**src/sv/rrps_pkg.sv**
```systemverilog
`timescale 1ns / 1ps
// ----------------------------------------------------------------------------
// rrps_pkg
// Shared types and constants of the round-robin process scheduler.
// ----------------------------------------------------------------------------
package rrps_pkg;

  localparam int unsigned DEF_MAX_PROCS = 16;

  localparam int unsigned ID_W  = 8;
  localparam int unsigned REM_W = 16;
  localparam int unsigned Q_W   = 8;

  localparam logic [Q_W-1:0] QUANTUM_RST = 8'd3;
  localparam logic [Q_W-1:0] SLICE_MAX   = 8'd255;

  // item kinds
  localparam logic MODE_ENQ  = 1'b0;
  localparam logic MODE_TICK = 1'b1;

  typedef struct packed {
    logic [ID_W-1:0]  id;
    logic [REM_W-1:0] rem;
  } entry_t;

  typedef struct packed {
    logic            ran;
    logic [ID_W-1:0] run_id;
    logic            finished;
    logic            rotated;
    logic            rejected;
  } result_t;

endpackage

```
**src/sv/rrps_queue_mem.sv**
```systemverilog
`timescale 1ns / 1ps
// ----------------------------------------------------------------------------
// rrps_queue_mem
// Process table: one write port, one read port, registered read data.
// ----------------------------------------------------------------------------
module rrps_queue_mem
  import rrps_pkg::*;
#(
  parameter int unsigned DEPTH  = DEF_MAX_PROCS,
  parameter int unsigned ADDR_W = $clog2(DEPTH)
) (
  input  logic              clk,
  input  logic              we,
  input  logic [ADDR_W-1:0] waddr,
  input  entry_t            wdata,
  input  logic              re,
  input  logic [ADDR_W-1:0] raddr,
  output entry_t            rdata
);

  entry_t mem [DEPTH];
  entry_t rdata_r;

  always_ff @(posedge clk) begin
    if (we) begin
      mem[waddr] <= wdata;
    end
  end

  always_ff @(posedge clk) begin
    if (re) begin
      rdata_r <= mem[raddr];
    end
  end

  assign rdata = rdata_r;

endmodule

```
**src/sv/rrps_out_buf.sv**
```systemverilog
`timescale 1ns / 1ps
// ----------------------------------------------------------------------------
// rrps_out_buf
// Two-deep result queue between the scheduler core and the output channel.
// ----------------------------------------------------------------------------
module rrps_out_buf
  import rrps_pkg::*;
(
  input  logic    clk,
  input  logic    rst_n,
  input  logic    push,
  input  result_t push_res,
  output logic    space,
  output logic    out_valid,
  input  logic    out_ready,
  output result_t out_res
);

  result_t    slot_r [2];
  logic       wr_ptr_r, wr_ptr_nxt;
  logic       rd_ptr_r, rd_ptr_nxt;
  logic [1:0] cnt_r, cnt_nxt;
  logic       pop;

  assign pop        = out_valid && out_ready;
  assign wr_ptr_nxt = push ? ~wr_ptr_r : wr_ptr_r;
  assign rd_ptr_nxt = pop ? ~rd_ptr_r : rd_ptr_r;

  always_comb begin
    cnt_nxt = cnt_r;
    if (push && !pop) begin
      cnt_nxt = cnt_r + 2'd1;
    end else if (pop && !push) begin
      cnt_nxt = cnt_r - 2'd1;
    end
  end

  always_ff @(posedge clk) begin
    if (!rst_n) begin
      wr_ptr_r <= 1'b0;
      rd_ptr_r <= 1'b0;
      cnt_r    <= 2'd0;
    end else begin
      wr_ptr_r <= wr_ptr_nxt;
      rd_ptr_r <= rd_ptr_nxt;
      cnt_r    <= cnt_nxt;
    end
  end

  always_ff @(posedge clk) begin
    if (push) begin
      slot_r[wr_ptr_r] <= push_res;
    end
  end

  assign space     = (cnt_r != 2'd2);
  assign out_valid = (cnt_r != 2'd0);
  assign out_res   = slot_r[rd_ptr_r];

endmodule

```
**src/sv/rrps_ctrl.sv**
```systemverilog
`timescale 1ns / 1ps
// ----------------------------------------------------------------------------
// rrps_ctrl
// Scheduler core: queue pointers, slice counter, read-modify-write sequencing.
// ----------------------------------------------------------------------------
module rrps_ctrl
  import rrps_pkg::*;
#(
  parameter int unsigned MAX_PROCS = DEF_MAX_PROCS,
  parameter int unsigned PTR_W     = $clog2(MAX_PROCS),
  parameter int unsigned CNT_W     = $clog2(MAX_PROCS + 1)
) (
  input  logic             clk,
  input  logic             rst_n,
  // item channel
  input  logic             in_valid,
  output logic             in_ready,
  input  logic             in_mode,
  input  logic [ID_W-1:0]  in_process_id,
  input  logic [REM_W-1:0] in_burst_length,
  // quantum register write
  input  logic             cfg_valid,
  input  logic [Q_W-1:0]   cfg_quantum,
  // table
  output logic             mem_we,
  output logic [PTR_W-1:0] mem_waddr,
  output entry_t           mem_wdata,
  output logic             mem_re,
  output logic [PTR_W-1:0] mem_raddr,
  input  entry_t           mem_rdata,
  // result queue
  input  logic             buf_space,
  output logic             res_push,
  output result_t          res
);

  typedef enum logic {
    S_IDLE,
    S_EXEC
  } state_t;

  localparam logic [PTR_W-1:0] LAST_POS = PTR_W'(MAX_PROCS - 1);
  localparam logic [CNT_W-1:0] FULL_CNT = CNT_W'(MAX_PROCS);

  state_t             state_r, state_nxt;
  logic [PTR_W-1:0]   head_r, head_nxt;
  logic [PTR_W-1:0]   tail_r, tail_nxt;
  logic [CNT_W-1:0]   count_r, count_nxt;
  logic [Q_W-1:0]     slice_r, slice_nxt;
  logic [Q_W-1:0]     quantum_r;
  logic               mode_r;
  logic [ID_W-1:0]    pid_r;
  logic [REM_W-1:0]   burst_r;

  logic               accept;
  logic [PTR_W-1:0]   head_inc, tail_inc;
  logic [REM_W-1:0]   rem_dec;
  logic [Q_W-1:0]     slice_inc;

  assign in_ready  = (state_r == S_IDLE) && buf_space;
  assign accept    = in_valid && in_ready;
  assign mem_re    = accept;
  assign mem_raddr = head_r;

  assign head_inc  = (head_r == LAST_POS) ? '0 : head_r + PTR_W'(1);
  assign tail_inc  = (tail_r == LAST_POS) ? '0 : tail_r + PTR_W'(1);
  assign rem_dec   = (mem_rdata.rem != '0) ? mem_rdata.rem - REM_W'(1) : '0;
  assign slice_inc = (slice_r != SLICE_MAX) ? slice_r + Q_W'(1) : slice_r;

  always_comb begin
    state_nxt = state_r;
    head_nxt  = head_r;
    tail_nxt  = tail_r;
    count_nxt = count_r;
    slice_nxt = slice_r;
    mem_we    = 1'b0;
    mem_waddr = head_r;
    mem_wdata = '{id: mem_rdata.id, rem: rem_dec};
    res_push  = 1'b0;
    res       = '0;

    unique case (state_r)
      S_IDLE: begin
        if (accept) begin
          state_nxt = S_EXEC;
        end
      end
      S_EXEC: begin
        state_nxt = S_IDLE;
        res_push  = 1'b1;
        if (mode_r == MODE_ENQ) begin
          if (count_r == FULL_CNT || burst_r == '0) begin
            res.rejected = 1'b1;
          end else begin
            mem_we    = 1'b1;
            mem_waddr = tail_r;
            mem_wdata = '{id: pid_r, rem: burst_r};
            tail_nxt  = tail_inc;
            count_nxt = count_r + CNT_W'(1);
          end
        end else if (count_r != '0) begin
          res.ran    = 1'b1;
          res.run_id = mem_rdata.id;
          if (rem_dec == '0) begin
            // done: leaves the queue, no write-back needed
            res.finished = 1'b1;
            head_nxt     = head_inc;
            count_nxt    = count_r - CNT_W'(1);
            slice_nxt    = '0;
          end else if (quantum_r != '0 && slice_inc >= quantum_r) begin
            // slice used up: move entry to the tail
            res.rotated = 1'b1;
            mem_we      = 1'b1;
            mem_waddr   = tail_r;
            tail_nxt    = tail_inc;
            head_nxt    = head_inc;
            slice_nxt   = '0;
          end else begin
            mem_we    = 1'b1;
            slice_nxt = slice_inc;
          end
        end
      end
      default: state_nxt = S_IDLE;
    endcase
  end

  always_ff @(posedge clk) begin
    if (!rst_n) begin
      state_r   <= S_IDLE;
      head_r    <= '0;
      tail_r    <= '0;
      count_r   <= '0;
      slice_r   <= '0;
      quantum_r <= QUANTUM_RST;
    end else begin
      state_r <= state_nxt;
      head_r  <= head_nxt;
      tail_r  <= tail_nxt;
      count_r <= count_nxt;
      slice_r <= slice_nxt;
      if (cfg_valid) begin
        quantum_r <= cfg_quantum;
      end
      if (accept) begin
        mode_r  <= in_mode;
        pid_r   <= in_process_id;
        burst_r <= in_burst_length;
      end
    end
  end

endmodule

```
**src/sv/round_robin_process_scheduler.sv**
```systemverilog
`timescale 1ns / 1ps
// ----------------------------------------------------------------------------
// round_robin_process_scheduler
// Round-robin time-slice scheduler over a circular queue of processes.
// ----------------------------------------------------------------------------
//
//  Channel | Direction | Handshake         | Beat contents
//  --------+-----------+-------------------+----------------------------------
//  in_     | input     | in_valid/in_ready | mode, process_id, burst_length
//  out_    | output    | out_valid/ready   | ran, run_id, finished, rotated,
//          |           |                   | rejected
//  cfg_    | input     | cfg_valid/ready   | quantum (slice length, 0 = batch)
//
//  Each item is a read-modify-write: the head entry is read from the process
//  table (synchronous read) and modified and written back in the next cycle,
//  so one item is in flight at a time and the next is taken right after.
//  Results go to a 2-deep queue; input also waits while that queue is full.
//  Reset (rst_n low, synchronous) empties the queue, clears the slice count
//  and sets quantum to 3. The table itself is not cleared; it needs none.
//  cfg_ready is always high.
// ----------------------------------------------------------------------------
module round_robin_process_scheduler
  import rrps_pkg::*;
#(
  parameter int unsigned MAX_PROCS = DEF_MAX_PROCS
) (
  input  logic             clk,
  input  logic             rst_n,
  // item channel
  input  logic             in_valid,
  output logic             in_ready,
  input  logic             in_mode,
  input  logic [ID_W-1:0]  in_process_id,
  input  logic [REM_W-1:0] in_burst_length,
  // result channel
  output logic             out_valid,
  input  logic             out_ready,
  output logic             out_ran,
  output logic [ID_W-1:0]  out_run_id,
  output logic             out_finished,
  output logic             out_rotated,
  output logic             out_rejected,
  // quantum register
  input  logic             cfg_valid,
  output logic             cfg_ready,
  input  logic [Q_W-1:0]   cfg_quantum
);

  localparam int unsigned PTR_W = $clog2(MAX_PROCS);

  logic             mem_we;
  logic [PTR_W-1:0] mem_waddr;
  entry_t           mem_wdata;
  logic             mem_re;
  logic [PTR_W-1:0] mem_raddr;
  entry_t           mem_rdata;
  logic             buf_space;
  logic             res_push;
  result_t          res;
  result_t          out_res;

  assign cfg_ready = 1'b1;

  // pointers, slice counter and the read-modify-write sequence
  rrps_ctrl #(
    .MAX_PROCS (MAX_PROCS)
  ) u_ctrl (
    .clk             (clk),
    .rst_n           (rst_n),
    .in_valid        (in_valid),
    .in_ready        (in_ready),
    .in_mode         (in_mode),
    .in_process_id   (in_process_id),
    .in_burst_length (in_burst_length),
    .cfg_valid       (cfg_valid),
    .cfg_quantum     (cfg_quantum),
    .mem_we          (mem_we),
    .mem_waddr       (mem_waddr),
    .mem_wdata       (mem_wdata),
    .mem_re          (mem_re),
    .mem_raddr       (mem_raddr),
    .mem_rdata       (mem_rdata),
    .buf_space       (buf_space),
    .res_push        (res_push),
    .res             (res)
  );

  // id and remaining work per queue slot
  rrps_queue_mem #(
    .DEPTH (MAX_PROCS)
  ) u_mem (
    .clk   (clk),
    .we    (mem_we),
    .waddr (mem_waddr),
    .wdata (mem_wdata),
    .re    (mem_re),
    .raddr (mem_raddr),
    .rdata (mem_rdata)
  );

  // decouples result delivery from the core
  rrps_out_buf u_obuf (
    .clk       (clk),
    .rst_n     (rst_n),
    .push      (res_push),
    .push_res  (res),
    .space     (buf_space),
    .out_valid (out_valid),
    .out_ready (out_ready),
    .out_res   (out_res)
  );

  assign out_ran      = out_res.ran;
  assign out_run_id   = out_res.run_id;
  assign out_finished = out_res.finished;
  assign out_rotated  = out_res.rotated;
  assign out_rejected = out_res.rejected;

endmodule

```
**config.mk**
```make
export PLATFORM = sky130hd
export DESIGN_NAME = round_robin_process_scheduler
export DESIGN_NICKNAME = d
export VERILOG_FILES = /design/src/sv/rrps_pkg.sv /design/src/sv/rrps_queue_mem.sv /design/src/sv/rrps_out_buf.sv /design/src/sv/rrps_ctrl.sv /design/src/sv/round_robin_process_scheduler.sv
export SDC_FILE = /design/constraint.sdc
export NUM_CORES = 1
export LEC_CHECK = 0
export BUFFER_PORTS_ARGS = -buffer_cell sky130_fd_sc_hd__buf_2
export CAP_MARGIN = 5
export CORE_MARGIN = 3
export CORE_UTILIZATION = 55
export DETAILED_ROUTE_END_ITERATION = 10
export PLACE_DENSITY = 0.72
export REMOVE_ABC_BUFFERS = 1
export SETUP_SLACK_MARGIN = 0.2
export SYNTH_ARGS = -nofsm -noshare
export SYNTH_HDL_FRONTEND = slang
export SYNTH_SLANG_ARGS = --single-unit
```
**constraint.sdc**
```tcl
create_clock -name clk -period 10.6 [get_ports clk]
set_clock_uncertainty 0.05 [all_clocks]
set_input_delay 1.06 -clock clk [delete_from_list [all_inputs] [get_ports clk]]
set_output_delay 1.06 -clock clk [all_outputs]
set_load 0.005 [all_outputs]
```
==> reports/metrics.cfg <==
[synth]
seq_area_frac_synth_pct = 72.48
synth_area_leader_cell = edfxtp_1
synth_edf_count = 457
yosysWarnings = 0
async_flop_share_pct = 0
synthesis.area_sq_um = 19900
synthDistinctLibCells = 61
netlist.area_leader.share_pct = 68.96
netlist_instances = 1071
synthFlopType = edfxtp_1
synth.most_common_cell = edfxtp_1
synth.area.top_cells = edfxtp_1, mux4_2, dfxtp_1, nand2_1, ha_1
ys_ff_latch = 492
synth.avg_cell_area_sq_um = 18.58
synthTopCellsByCount = edfxtp_1, mux4_2, nand2_1, clkbuf_1, a21oi_1

[clock_tree]
cts_resized = 0
root_buffer = clkbuf_16
cts_setup_buffers = 0
cts_tree = yes
clock_latency_ns = 0.58
clock_path_buffers = 3
cts.clk_slew.worst_paths_ns = 0.06
holdBufCountCts = 0
h-tree-depth = 2
cts.sinks = 492
numCtsBuffers = 48

[critical_path]
rrSetupSlack_ns = 5.44
criticalPathCategory = reg -> reg
cp_data_arrival_time_ns = 5.31
endpoint_kind = flop
r2r_cells = 13
worst-endpoint-required_ns = 10.74
cp-start-kind = flop
cp_max_fo = 25
rr_startpoint = u_ctrl.slice_r[0]
worstReg2RegEnd = u_mem.mem[4][0]

[final_layout]
drive_gt1_share_pct = 26.09
fill_cells = 2451
regArea_sq_um = 14430
finalNetCount = 1189
syn_to_final_growth_pct = 12.59
layout.cells.non_filler = 1630
antenna_cells = 0
multi_input_area_sq_um = 5418

[grt]
grt_pass1_wl_mm = 63.18
antenna_found_initial = 0
grt_max_degree = 63
first_global_vias = 10330
grtUsageTotal_pct = 21.92
grt-ovfl-total = 0

[placed_design]
port-buffer-count = 51
place_congestion = 0.8934
dp_cells = 1544
dp_hpwl_mm = 25.23
post-place-ws_ns = 5.463

[timing]
drv_slew = 0
layout_min_cycle_time_ns = 5.164
worstMarginPinSlew_ns = 1.270
fin_setup_tns_ns = 0
fmax_mhz = 193.7
rsz0062_at_grt = no
max_slew_margin_pct = 14.86
finalCritPeriodShare_pct = 48.71
hold_ws_ns = 0.4237
fin_ws_ns = 5.436
finalHoldViolations = 0
setup_viol = 0

[power_and_ir_drop]
total_power_w = 0.004359
cellLeakagePower_nw = 6.949
power_density_nw_per_um2 = 194.5
vdd_drop_max_v = 0.0001692

[run]
maxCapViolCount = 0

[min_path]
min-delay-start = u_ctrl.slice_r[6]
holdPathEnd = u_ctrl.slice_r[6]
hp-class = reg -> reg
hold_depth = 2

[die]
die_area_sq_um = 38500
io_pins = 53
dieHeight_um = 196.2
die_x_um = 196.2
initial_core_util_pct = 55.82
rows = 69
coreArea_sq_um = 35660

[drt]
num_vias = 10110
drtAntennaViolNets = 0
drt_drc_violations_left = 0
routed_wl_mm = 41.11
viasPerCell = 6.205
drtIter0Drc = 956
wire_per_inst_um = 25.22
firstDrtPassIters = 5

[outcome]
outcome = finished, final reports clean

-- worst max-delay path: stages (launching register included) --
cell       delay [ns]
dfxtp_1          0.39
ha_1             0.25
nand4_1          0.17
nor2_1           0.18
nand2_1          0.16
mux2_2           0.33
ha_1             0.27
a2111oi_0        0.44
nor3_1           0.10
o31ai_1          0.62
o41ai_2          0.14
buf_4            0.22
or4_1            0.55
a21oi_4          0.87
-- sequential cells by signal, indices dropped and copies added (netlist names), 2 cells and up, named ones only --
signal / cells
u_ctrl.mem_raddr: 4
u_ctrl.tail_r: 4
u_ctrl.count_r: 5
u_obuf.slot_r: 24
u_ctrl.quantum_r: 8
u_obuf.cnt_r: 2
u_ctrl.pid_r: 8
u_mem.rdata: 24
u_ctrl.burst_r: 16
u_ctrl.slice_r: 8
u_mem.mem: 384
-- routing by layer --
| layer | wire (um) | track usage (%) | vias to the layer above |
|---|---|---|---|
| met5 | 0 | 0 | - |
| met4 | 978 | 5.836 | 0 |
| met3 | 3305 | 6.595 | 72 |
| met2 | 19640 | 34.56 | 362 |
| met1 | 17180 | 30.49 | 5220 |
| li1 | - | - | 4460 |
-- how the worst max path moves through the flow --
| stage | start | endpoint | cells past startpoint |
|---|---|---|---|
| global placement | u_ctrl.slice_r[0] | u_mem.mem[4][6] | 13 |
| floorplan | u_ctrl.mem_raddr[0] | u_mem.mem[3][0] | 3 |
| CTS | u_ctrl.slice_r[0] | u_mem.mem[4][0] | 13 |
| global route | u_ctrl.slice_r[0] | u_mem.mem[4][0] | 14 |
| detailed placement | u_ctrl.slice_r[0] | u_mem.mem[4][7] | 13 |
| finish | u_ctrl.slice_r[0] | u_mem.mem[4][0] | 13 |
-- area by class of cell --
type | count | share of cell area (%)
Clock inverter | 32 | 1.429
Inverter | 20 | 0.3350
Clock buffer | 53 | 5.444
Timing Repair Buffer | 65 | 1.625
Sequential cell | 492 | 64.41
Multi-Input combinational cell | 507 | 24.18
Tap cell | 461 | 2.574
-- layout by cell type (no fill, tap or decap), types with 19 or more instances in the layout --
master     count
nor2_1        35
clkbuf_16     48
mux4_2       120
a21oi_1       25
buf_2         51
dfxtp_1       31
edfxtp_1     457
nand2_1       77
or3_1         19
inv_1         20
-- report_power, final --
part           leakage (nW)  total [W]  switching, W  internal [W]
Clock                 0.748    0.00168      0.000701      0.000974
Combinational          1.76   0.000352      0.000242      0.000110
Sequential             4.44    0.00233     0.0000466       0.00228
Total                  6.95    0.00436      0.000990       0.00337
-- through the flow --
| stage | utilization (%) | area [sq um] |
|---|---|---|
| floorplan | - | 19680 |
| global placement | 58.49 | 20860 |
| detailed placement | 58.49 | 20860 |
| CTS | 62.81 | 22400 |
| global route | 62.85 | 22410 |
| finish | 62.85 | 22410 |
-- logic make-up (layout without fill, tap and decap cells) --
kind of cell | Yosys count | after routing | share of synthesized area, %
simple gates | 223 | 223 | 5.822
other cells | 1 | 1 | 0.01884
buf+inv | 72 | 170 | 1.484
fa+ha+maj | 17 | 17 | 1.106
compound gates | 99 | 99 | 3.175
xor+xnor | 24 | 24 | 1.094
flops | 492 | 492 | 72.48
mux | 143 | 143 | 14.82
Note: power is estimated with default switching activity, not from simulation.
